`src/rtl/two_level_slot_allocator_defines.svh`:
```
// assertion macros for the slot allocator
`ifndef TWO_LEVEL_SLOT_ALLOCATOR_DEFINES_SVH
`define TWO_LEVEL_SLOT_ALLOCATOR_DEFINES_SVH

// same-cycle implication, sampled on clk, off during reset
`define TLSA_CHECK_NOW(name, ante, cons) \
	name: assert property (@(posedge clk) disable iff (!arst_n) (ante) |-> (cons)) \
		else $error("allocator check failed");

// next-cycle implication, sampled on clk, off during reset
`define TLSA_CHECK_NEXT(name, ante, cons) \
	name: assert property (@(posedge clk) disable iff (!arst_n) (ante) |=> (cons)) \
		else $error("allocator check failed");

`endif

```
`src/rtl/tlsa_pkg.sv`:
```
// types, constants and helper functions shared by the slot allocator
package tlsa_pkg;

	localparam int MAX_POOLS = 16;
	localparam int MAX_SLOTS = 64;
	localparam int POOL_W    = 4;
	localparam int SLOT_W    = 6;
	localparam int CNT_W     = 5;
	localparam int SPP_W     = 7;
	localparam int STATUS_W  = 2;
	localparam int BYTE_W    = 8;
	localparam int GRP_W     = 3;
	localparam int APB_AW    = 3;
	localparam int APB_DW    = 32;

	localparam logic [SPP_W-1:0] SPP_RESET = 7'd64;

	localparam logic CMD_ALLOC = 1'b0;
	localparam logic CMD_FREE  = 1'b1;

	localparam logic [STATUS_W-1:0] STAT_OK       = 2'd0;
	localparam logic [STATUS_W-1:0] STAT_FULL     = 2'd1;
	localparam logic [STATUS_W-1:0] STAT_BAD_FREE = 2'd2;

	localparam logic REG_SLOTS_PER_POOL = 1'b0;

	typedef struct packed {
		logic              command;
		logic [SLOT_W-1:0] free_slot;
		logic [POOL_W-1:0] free_pool;
	} req_t;

	typedef struct packed {
		logic [SLOT_W-1:0]   granted_slot;
		logic [POOL_W-1:0]   granted_pool;
		logic [STATUS_W-1:0] status;
	} res_t;

	typedef struct packed {
		logic load;
		logic step;
	} scan_ctrl_t;

	typedef struct packed {
		logic              found;
		logic [SLOT_W-1:0] idx;
	} scan_stat_t;

	typedef enum logic [2:0] {
		S_IDLE,
		S_DECIDE,
		S_LOAD,
		S_SCAN,
		S_FREE_WR
	} state_t;

	function automatic logic [SPP_W-1:0] eff_slots(input logic [SPP_W-1:0] spp);
		logic [SPP_W-1:0] n;
		n = spp;
		if (n == '0) n = SPP_W'(1);
		if (n > SPP_W'(MAX_SLOTS)) n = SPP_W'(MAX_SLOTS);
		return n;
	endfunction

	function automatic logic [MAX_SLOTS-1:0] low_mask(input logic [SPP_W-1:0] n);
		logic [MAX_SLOTS-1:0] m;
		if (n >= SPP_W'(MAX_SLOTS)) m = '1;
		else m = (MAX_SLOTS'(1) << n[SLOT_W-1:0]) - MAX_SLOTS'(1);
		return m;
	endfunction

	function automatic logic [POOL_W-1:0] lowest_pool(input logic [MAX_POOLS-1:0] v);
		logic [POOL_W-1:0] p;
		p = '0;
		for (int i = MAX_POOLS - 1; i >= 0; i--) begin
			if (v[i]) p = POOL_W'(i);
		end
		return p;
	endfunction

	function automatic logic [GRP_W-1:0] lowest_bit8(input logic [BYTE_W-1:0] v);
		logic [GRP_W-1:0] b;
		b = '0;
		for (int i = BYTE_W - 1; i >= 0; i--) begin
			if (v[i]) b = GRP_W'(i);
		end
		return b;
	endfunction

endpackage

```
`src/rtl/two_level_slot_allocator.sv`:
```
// slot allocator top level: sequencer, pool state and config port
//
//  channel   signals                         transfer when
//  request   start, busy, request            start high and busy low
//  result    done, result                    done high (one cycle, no stall)
//  config    psel penable pwrite paddr ...   psel, penable, pwrite, pready high
//
// allocate runs decide with bitmap read, load, then the byte scan of the pool
// bitmap (one byte a cycle, up to 8); opening a pool adds a second decide pass.
// free runs decide with read, then write back. a refusal with all pools full or a
// rejected free ends after decide.
// busy is high from the cycle after start; done rises as busy falls.
// reset clears all pool bookkeeping; the bitmap store needs no clearing.
`include "two_level_slot_allocator_defines.svh"

module two_level_slot_allocator (
	input  logic                           clk,
	input  logic                           arst_n,
	input  logic                           start,
	output logic                           busy,
	input  tlsa_pkg::req_t                 request,
	output logic                           done,
	output tlsa_pkg::res_t                 result,
	input  logic                           psel,
	input  logic                           penable,
	input  logic                           pwrite,
	input  logic [tlsa_pkg::APB_AW-1:0]    paddr,
	input  logic [tlsa_pkg::APB_DW-1:0]    pwdata,
	output logic [tlsa_pkg::APB_DW-1:0]    prdata,
	output logic                           pready
);
	import tlsa_pkg::*;

	state_t               state_q, state_d;
	req_t                 req_q;
	logic [CNT_W-1:0]     opened_q;
	logic [MAX_POOLS-1:0] has_free_q;
	logic [SPP_W-1:0]     spp_q;
	logic [POOL_W-1:0]    pool_q;
	logic                 done_q;
	res_t                 res_q;

	logic [SPP_W-1:0]     eff;
	logic                 pools_full;
	logic                 bad_free;
	logic [POOL_W-1:0]    low_pool;

	logic                 mem_we;
	logic [POOL_W-1:0]    mem_waddr;
	logic [MAX_SLOTS-1:0] mem_wdata;
	logic [POOL_W-1:0]    mem_raddr;
	logic [MAX_SLOTS-1:0] mem_rdata;

	scan_ctrl_t           scan_ctrl;
	scan_stat_t           scan_stat;
	logic [MAX_SLOTS-1:0] scan_map;

	logic                 open_en, pool_ld, clr_en, set_en, res_fire;
	res_t                 res_d;
	logic                 cfg_wr;

	assign eff        = eff_slots(spp_q);
	assign pools_full = opened_q >= CNT_W'(MAX_POOLS);
	assign bad_free   = ({1'b0, req_q.free_pool} >= opened_q) ||
		({1'b0, req_q.free_slot} >= eff);
	assign low_pool   = lowest_pool(has_free_q);

	tlsa_map_mem u_map_mem (
		.clk   (clk),
		.we    (mem_we),
		.waddr (mem_waddr),
		.wdata (mem_wdata),
		.raddr (mem_raddr),
		.rdata (mem_rdata)
	);

	tlsa_scan u_scan (
		.clk    (clk),
		.arst_n (arst_n),
		.ctrl   (scan_ctrl),
		.map_in (mem_rdata),
		.stat   (scan_stat),
		.map    (scan_map)
	);

	// next state
	always_comb begin
		state_d = state_q;
		unique case (state_q)
			S_IDLE: begin
				if (start) state_d = S_DECIDE;
			end
			S_DECIDE: begin
				if (req_q.command == CMD_ALLOC) begin
					if (has_free_q == '0) begin
						if (pools_full) state_d = S_IDLE;
					end else begin
						state_d = S_LOAD;
					end
				end else begin
					state_d = bad_free ? S_IDLE : S_FREE_WR;
				end
			end
			S_LOAD: state_d = S_SCAN;
			S_SCAN: begin
				if (scan_stat.found) state_d = S_IDLE;
			end
			S_FREE_WR: state_d = S_IDLE;
			default: state_d = S_IDLE;
		endcase
	end

	// outputs
	always_comb begin
		mem_we    = 1'b0;
		mem_waddr = pool_q;
		mem_wdata = '0;
		mem_raddr = pool_q;
		scan_ctrl = '0;
		open_en   = 1'b0;
		pool_ld   = 1'b0;
		clr_en    = 1'b0;
		set_en    = 1'b0;
		res_fire  = 1'b0;
		res_d     = '{granted_slot: '0, granted_pool: '0, status: STAT_OK};
		unique case (state_q)
			S_IDLE: ;
			S_DECIDE: begin
				if (req_q.command == CMD_ALLOC) begin
					if (has_free_q == '0) begin
						if (pools_full) begin
							res_fire     = 1'b1;
							res_d.status = STAT_FULL;
						end else begin
							open_en   = 1'b1;
							mem_we    = 1'b1;
							mem_waddr = opened_q[POOL_W-1:0];
							mem_wdata = low_mask(eff);
						end
					end else begin
						pool_ld   = 1'b1;
						mem_raddr = low_pool;
					end
				end else begin
					mem_raddr = req_q.free_pool;
					if (bad_free) begin
						res_fire     = 1'b1;
						res_d.status = STAT_BAD_FREE;
					end
				end
			end
			S_LOAD: scan_ctrl.load = 1'b1;
			S_SCAN: begin
				scan_ctrl.step = 1'b1;
				if (scan_stat.found) begin
					mem_we             = 1'b1;
					mem_wdata          = scan_map & ~(MAX_SLOTS'(1) << scan_stat.idx);
					clr_en             = (mem_wdata == '0);
					res_fire           = 1'b1;
					res_d.granted_slot = scan_stat.idx;
					res_d.granted_pool = pool_q;
				end
			end
			S_FREE_WR: begin
				mem_we    = 1'b1;
				mem_waddr = req_q.free_pool;
				mem_wdata = mem_rdata | (MAX_SLOTS'(1) << req_q.free_slot);
				set_en    = 1'b1;
				res_fire  = 1'b1;
			end
			default: ;
		endcase
	end

	always_ff @(posedge clk or negedge arst_n) begin
		if (!arst_n) begin
			state_q    <= S_IDLE;
			opened_q   <= '0;
			has_free_q <= '0;
			done_q     <= 1'b0;
		end else begin
			state_q <= state_d;
			done_q  <= res_fire;
			if (open_en) begin
				opened_q   <= opened_q + CNT_W'(1);
				has_free_q <= has_free_q | (MAX_POOLS'(1) << opened_q[POOL_W-1:0]);
			end else if (clr_en) begin
				has_free_q <= has_free_q & ~(MAX_POOLS'(1) << pool_q);
			end else if (set_en) begin
				has_free_q <= has_free_q | (MAX_POOLS'(1) << req_q.free_pool);
			end
		end
	end

	always_ff @(posedge clk) begin
		if (start && !busy) req_q <= request;
		if (pool_ld) pool_q <= low_pool;
		if (res_fire) res_q <= res_d;
	end

	// config register
	assign cfg_wr = psel && penable && pwrite && pready &&
		(paddr[APB_AW-1] == REG_SLOTS_PER_POOL);

	always_ff @(posedge clk or negedge arst_n) begin
		if (!arst_n) begin
			spp_q <= SPP_RESET;
		end else if (cfg_wr) begin
			spp_q <= pwdata[SPP_W-1:0];
		end
	end

	assign prdata = (paddr[APB_AW-1] == REG_SLOTS_PER_POOL) ?
		{{(APB_DW-SPP_W){1'b0}}, spp_q} : '0;
	assign pready = 1'b1;

	assign busy   = (state_q != S_IDLE);
	assign done   = done_q;
	assign result = res_q;

	`TLSA_CHECK_NEXT(a_start_goes_busy, start && !busy, busy)
	`TLSA_CHECK_NOW(a_opened_bounded, 1'b1, opened_q <= CNT_W'(MAX_POOLS))
	`TLSA_CHECK_NOW(a_free_only_opened, 1'b1, (has_free_q >> opened_q) == '0)
	`TLSA_CHECK_NOW(a_error_no_grant, done && (result.status != STAT_OK),
		(result.granted_slot == '0) && (result.granted_pool == '0))

endmodule

```
`src/rtl/tlsa_map_mem.sv`:
```
// free-slot bitmap store, one row per pool, registered read
module tlsa_map_mem (
	input  logic                           clk,
	input  logic                           we,
	input  logic [tlsa_pkg::POOL_W-1:0]    waddr,
	input  logic [tlsa_pkg::MAX_SLOTS-1:0] wdata,
	input  logic [tlsa_pkg::POOL_W-1:0]    raddr,
	output logic [tlsa_pkg::MAX_SLOTS-1:0] rdata
);
	import tlsa_pkg::*;

	logic [MAX_SLOTS-1:0] mem [MAX_POOLS];
	logic [MAX_SLOTS-1:0] rdata_q;

	always_ff @(posedge clk) begin
		if (we) begin
			mem[waddr] <= wdata;
		end
	end

	always_ff @(posedge clk) begin
		rdata_q <= mem[raddr];
	end

	assign rdata = rdata_q;

endmodule

```
`src/rtl/tlsa_scan.sv`:
```
// byte-serial lowest-free-slot finder over one pool bitmap
module tlsa_scan (
	input  logic                           clk,
	input  logic                           arst_n,
	input  tlsa_pkg::scan_ctrl_t           ctrl,
	input  logic [tlsa_pkg::MAX_SLOTS-1:0] map_in,
	output tlsa_pkg::scan_stat_t           stat,
	output logic [tlsa_pkg::MAX_SLOTS-1:0] map
);
	import tlsa_pkg::*;

	logic [MAX_SLOTS-1:0] map_q;
	logic [GRP_W-1:0]     grp_q;
	logic [BYTE_W-1:0]    cur_byte;

	assign cur_byte   = map_q[{grp_q, 3'b000} +: BYTE_W];
	assign stat.found = |cur_byte;
	assign stat.idx   = {grp_q, lowest_bit8(cur_byte)};
	assign map        = map_q;

	always_ff @(posedge clk) begin
		if (ctrl.load) begin
			map_q <= map_in;
		end
	end

	always_ff @(posedge clk or negedge arst_n) begin
		if (!arst_n) begin
			grp_q <= '0;
		end else if (ctrl.load) begin
			grp_q <= '0;
		end else if (ctrl.step && !stat.found) begin
			grp_q <= grp_q + GRP_W'(1);
		end
	end

endmodule
```
`config.mk`:
```
export PLATFORM = sky130hd
export DESIGN_NAME = two_level_slot_allocator
export DESIGN_NICKNAME = d
export VERILOG_FILES = /design/src/rtl/tlsa_pkg.sv /design/src/rtl/two_level_slot_allocator.sv /design/src/rtl/tlsa_map_mem.sv /design/src/rtl/tlsa_scan.sv
export VERILOG_INCLUDE_DIRS = /design/src /design/src/rtl
export SDC_FILE = /design/constraint.sdc
export NUM_CORES = 2
export LEC_CHECK = 0
export ABC_AREA = 1
export BUFFER_PORTS_ARGS = -buffer_cell sky130_fd_sc_hd__buf_2
export CORE_ASPECT_RATIO = 1.1
export CORE_MARGIN = 4
export CORE_UTILIZATION = 57
export CTS_CLUSTER_SIZE = 10
export DETAILED_ROUTE_END_ITERATION = 10
export HOLD_SLACK_MARGIN = 0.08
export PLACE_DENSITY = 0.82
export SETUP_SLACK_MARGIN = 0.4
export SLEW_MARGIN = 20
export SYNTH_ARGS = -nofsm -noshare
export SYNTH_HDL_FRONTEND = slang
export SYNTH_SLANG_ARGS = --single-unit
```
`constraint.sdc`:
```
create_clock -name clk -period 4.4 [get_ports clk]
set_input_delay 0.22 -clock clk [delete_from_list [all_inputs] [get_ports clk]]
set_output_delay 0.22 -clock clk [all_outputs]
set_load 0.02 [all_outputs]
```
### Word level (Yosys, flattened, before mapping)

Memories as Yosys holds them, arrays and structs flattened. A register that Yosys moved wholly into a read port is not among the register bits.
Cells that the tools add are included.

* register bits after elaboration: 126
* bits in writable memories: 1024
* input port bits: 52
* output and inout bits: 47
* memories kept: 1

Memories
* u_map_mem.mem: words 16, bits a word 64, rd ports 1, clocked after memory_dff 1, write ports 1, line tlsa_map_mem.sv:12 `logic [MAX_SLOTS-1:0] mem [MAX_POOLS];`

* add/sub/neg operators: 3
* magnitude comparators: 5
* eq/ne operators: 7
* shift-type cells: 7
* mux-type cells: 77
* bitwise operators: 8
* reductions and logical operators: 18

Operators with widths (count)
* $mux W64: 5
* $pmux W64 S3: 1
* $shl A1 B6 Y64 const A: 3
* $mux W4: 22
* $and A64 B64 Y64: 1
* $logic_not A64 Y1: 1
* $not A64 Y64: 1
* $or A64 B64 Y64: 1
* $shiftx A64 B7 Y8: 1
* $sub A64 B2 Y64 const B: 1
* $mux W16: 3
* $mux W3: 16
* $shl A1 B4 Y16 const A: 3
* $or A16 B16 Y16: 2
* $mux W1: 21
* $mux W7: 3
* $and A16 B16 Y16: 1
* $logic_not A16 Y1: 1
* $not A16 Y16: 1
* $pmux W3 S4: 1
* $pmux W4 S2: 1
* $reduce_or A8 Y1: 1
* $ge A6 B7 Y1: 1
* $ge A7 B7 Y1 const B: 1
* other kinds (23): 32

### Logic depth before layout (Yosys ltp)

* depth after elaboration: 19
* gate-level depth with buffers: 28
* depth with buffers taken out: 26

### Modules after synthesis

From an unflattened synthesis, not the netlist that was laid out.

* cells, all modules: 6106
* area, all modules: 57268.7 um^2

By module, submodules not included
* tlsa_map_mem: times used 1, cells an instance 4210, area an instance 45285.9 um^2
* two_level_slot_allocator: times used 1, cells an instance 1608, area an instance 8961.1 um^2
* tlsa_scan: times used 1, cells an instance 288, area an instance 3021.6 um^2

### Worst setup path after synthesis

OpenSTA, ideal clock, no wires.

* path kind: register to register
* start point: register has_free_q[0]
* end point: memory u_map_mem.mem[0][0], enable pin
* setup time: 418 ps
* data arrival time: 3730 ps
* data required time: 3982 ps
* setup slack: 251 ps
* cell stages (with the launch flop): 16
* buffers on the path: 0
* period minus slack after synthesis: 4149 ps
* cells stage by stage: dfrtp_1 nor4_1 inv_1 nor2_1 inv_1 nor2_1 inv_1 nor3_1 clkinv_1 nand2_1 inv_1 a221oi_1 inv_1 nor2_1 nand2_1 inv_1

* word-level cells in the longest chain between the ends: 6

RTL lines
* from (decl): line two_level_slot_allocator.sv:37 `logic [MAX_POOLS-1:0] has_free_q;`
* from (signal assigned): line two_level_slot_allocator.sv:186 `has_free_q <= has_free_q | (MAX_POOLS'(1) << opened_q[POOL_W-1:0]);`
* from (signal assigned): line two_level_slot_allocator.sv:188 `has_free_q <= has_free_q & ~(MAX_POOLS'(1) << pool_q);`
* from (signal assigned): line two_level_slot_allocator.sv:190 `has_free_q <= has_free_q | (MAX_POOLS'(1) << req_q.free_pool);`
* $logic_not A16 Y1 (*): line two_level_slot_allocator.sv:130 `if (has_free_q == '0) begin`
* $mux W1: line two_level_slot_allocator.sv:130
* $mux W1: line two_level_slot_allocator.sv:129 `if (req_q.command == CMD_ALLOC) begin`
* $pmux W1 S3: line two_level_slot_allocator.sv:126 `unique case (state_q)`
* $mux W1: line tlsa_map_mem.sv:16 `if (we) begin`
* $mux W1 (not written as such): line tlsa_map_mem.sv:17 `mem[waddr] <= wdata;`
* to (decl): line tlsa_map_mem.sv:12

Mark *: on every way between the ends. The rest lies on a longest branch, timed or not.

### Worst setup path in the final report

* start point: register spp_q[1]
* end point: memory u_map_mem.mem[3][50] (data pin)

* word-level cells in the longest chain between the ends: 11

RTL lines
* from (decl): line two_level_slot_allocator.sv:38 `logic [SPP_W-1:0] spp_q;`
* from (signal assigned): line two_level_slot_allocator.sv:209 `spp_q <= pwdata[SPP_W-1:0];`
* $logic_not A7 Y1: line tlsa_pkg.sv:60 `if (n == '0) n = SPP_W'(1);`
* $mux W7 (*): line tlsa_pkg.sv:60
* $gt A7 B7 Y1: line tlsa_pkg.sv:61 `if (n > SPP_W'(MAX_SLOTS)) n = SPP_W'(MAX_SLOTS);`
* $mux W7 (*): line tlsa_pkg.sv:61
* $shl A1 B6 Y64: line tlsa_pkg.sv:68 `else m = (MAX_SLOTS'(1) << n[SLOT_W-1:0]) - MAX_SLOTS'(1);`
* $sub A64 B2 Y64: line tlsa_pkg.sv:68
* $mux W64 (*): line tlsa_pkg.sv:67 `if (n >= SPP_W'(MAX_SLOTS)) m = '1;`
* $mux W64 (*): line two_level_slot_allocator.sv:131 `if (pools_full) begin`
* $mux W64 (*): line two_level_slot_allocator.sv:130
* $mux W64 (*): line two_level_slot_allocator.sv:129
* $pmux W64 S3 (*): line two_level_slot_allocator.sv:126
* net mem_wdata[50]: line two_level_slot_allocator.sv:50 `logic [MAX_SLOTS-1:0] mem_wdata;`

Mark *: on every way through the listed nets, which the timed path passes. The rest lies on a longest branch.

==> impl_results.md <==
- Crit. End Element: register
- Final HPWL DP: 94800 µm
- Commonest non-fill, non-tap cell in the layout: edfxtp_1
- Rel. slew slack: 0.256
- # DRC: 0
- Critical path class: register to register
- Row Count: 118
- Yosys top cell by area: edfxtp_1
- Status: completed
- Avg Vias per Cell: 6.20
- Fraction of registers with async set/reset: 0.0288
- DR WL/cell: 24.4 µm
- Final hold violations: 0
- Slew @ Worst Pin: 1.12 ns
- Fin nets: 5272
- FF+latch count, synth: 1214
- Met1 WL: 59300 µm
- Routed met2 length: 74100 µm
- Clock root cell: clkbuf_16
- Finished Layout Cells: 6559
- First-pass GRT wire length: 234000 µm
- H-tree Lvls: 4
- Most frequent cells in the layout: 1115 x edfxtp_1, 930 x nand2_1, 676 x inv_1
- Die H: 331 µm
- Initial Utilization: 0.575
- Antenna cells: 0
- Buffers on Ports: 45
- DR WL met3: 18000 µm
- Post-DRT Antenna Nets: 0
- GPL Wtd Cong: 1.01
- CTS tree: done
- Area growth from synthesis to layout: 14.7%
- Layout cell share with drive strength beyond 1: 0.106
- Worst setup SP type: register
- Die area: 100000 µm²
- DR iter-0 viols: 5562
- Initial antenna violation count: 1
- Worst Skew: 0.0417 ns
- Clock slew at reported path FFs: 0.05 ns
- Clk_lat worst skew: 0.75 ns
- Bufs on Longest Clock Path: 3
- Type of the tightest min-delay check: primary input to async pin
- GRT Util Overall: 0.311
- Sequential share of the synthesized area: 0.658
- # placed instances: 6259
- Synth cell types: 53
- Largest net degree at the start of global routing: 175
- Pwr dens: 693 nW/µm²
- Count of final setup violators: 0
- Yosys warns: 0
- Minimum clock period: 3.95 ns
- Leak: 24.0 nW
- Mapped Cells: 5053
- Final WL: 160000 µm
- Max-slew violations: 0
- CP max FO: 16
- Core Region: 94200 µm²
- Die width: 302 µm
- Max-cap check violation count: 0
- Avg Cell Area, Syn: 10.7 µm²
- Number of flops mapped to enable cells by yosys: 1115
- CTS Buf Count: 142
- Synthesized area: 54200 µm²
- Final period utilization: 0.898
- Design Area, Final: 62100 µm²
- RSZ-0062 raised after global routing: true
- Max layer used: met4
- Via count: 40650
- Critical Path RT: 4.78 ns
- Largest cells by area after synthesis: edfxtp_1 62%, o211ai_1 7.4%, nand2_1 6.5%
- Post-synth top area share: 0.618
- Max IR drop VDD: 0.936 mV
- # IOs: 99
- Commonest register cell after synthesis: edfxtp_1
- Cell Area, Placed: 57000 µm²
- Drt pass-1 iters: 7
- Grt ovf: 0
- Clock sinks: 1214
- Vias in the first global route: 38882
- WP data arrival: 4.33 ns
- TNS Setup: 0 ns
- Achievable Freq: 0.253 GHz
## worst paths after layout
kind | from | to | slack [ns] | cells past startpoint
setup / recovery | spp_q[1] | u_map_mem.mem[3][50] | 0.45 | 21
hold / removal | arst_n | spp_q[5] | 0.18 | 2
setup reg to reg | spp_q[1] | u_map_mem.mem[3][50] | 0.45 | 21
hold reg to reg | u_map_mem.rdata[9] | u_scan.map[9] | 0.41 | 0
max in group asynchronous | arst_n | u_scan.grp_q[0] | 3.54 | 2
min in group clk | request[0] | req_q[0] | 0.19 | 2
## power by group
group / switching, mW / internal, mW / total [mW]
combinational: 11.9 / 5.16 / 17.1
sequential: 0.735 / 14.5 / 15.3
clock: 4.54 / 6.20 / 10.7
total: 17.2 / 25.9 / 43.1
## stage by stage
stage / worst slack, ns / hold WS [ns] / power [mW] / util
after global placement: 0.150 / 0.401 / 31.2 / 0.605
after floorplan: 0.438 / -0.0756 / 25.9 / -
final: 0.450 / 0.176 / 43.1 / 0.659
after global routing: 0.310 / 0.182 / 45.0 / 0.659
after CTS: 0.384 / 0.129 / 42.6 / 0.654
after detailed placement: 0.161 / 0.399 / 31.7 / 0.605
## cell usage after synthesis, drive strengths merged, types with 2 or more instances
cell,instances
xor2,10
a41oi,3
a22oi,2
inv,700
o221ai,24
nor3,35
dfxtp,64
and3,2
a21boi,2
o211ai,531
edfxtp,1115
nor2,261
nand2,943
clkinv,4
o21bai,11
clkbuf,244
nand4,68
dfrtp,34
o21a,6
a21oi,62
nand3,595
nor3b,2
o22ai,6
or2,3
ha,18
buf,90
o21ai,193
a31oi,10
nor4,6
conb,2
## worst max-delay path, stage by stage (launching register included)
cell and delay (ns):
dfrtp_2 0.44, nor2_1 0.12, nand3_1 0.14, nand2_2 0.15, nand2_2 0.12, inv_2 0.10, nand3_1 0.17, nor3_1 0.35
nand2_1 0.13, nand2_1 0.08, inv_1 0.06, nand2_1 0.14, nor2_2 0.06, nand2_1 0.11, inv_1 0.06, nand2_1 0.16
nor2_4 0.06, buf_4 0.14, nand3_1 0.07, o21ai_0 0.08, a21oi_1 0.50, o21bai_2 0.33
## state kept, by name, indices dropped and copies added (netlist names)
register         cells
u_map_mem.mem     1024
done                 1
state_q              3
pool_q               4
u_scan.grp_q         3
spp_q                7
u_map_mem.rdata     64
opened_q             5
result              12
req_q               11
has_free_q          16
u_scan.map          64
## what timing repair did
item                       4_1_cts  5_1_grt
hold buffers                    27        0
hold endpoints to repair        65        0
resized for setup               11       70
pin swaps                        0       16
setup endpoints to repair      202      698
gates cloned                     1        2
setup buffers                    0       17
## per-layer routing
metal  track usage  vias up
met4         0.159        0
met1         0.415    19346
met2         0.485     2765
met5             0        -
met3        0.0638      521
li1              -    18018
## logic make-up after synthesis
group	synth area share
AOI/OAI and AO/OA	0.107
xor gates and xnor gates	0.00178
adders and majority gates	0.00416
buffers and inverters	0.0754
DFF	0.658
other	0.000139
and+or+nand+nor	0.153
## layout make-up
class                           instances  area [µm²]
Inverter                              704        2720
Multi-Input combinational cell       2826       14800
Fill cell                            6667       32100
Clock buffer                          219        3910
Sequential cell                      1214       35600
Timing Repair Buffer                  314        3110
Tap cell                             1260        1580
Clock inverter                         22         329
(Power assumes the default switching activity.)
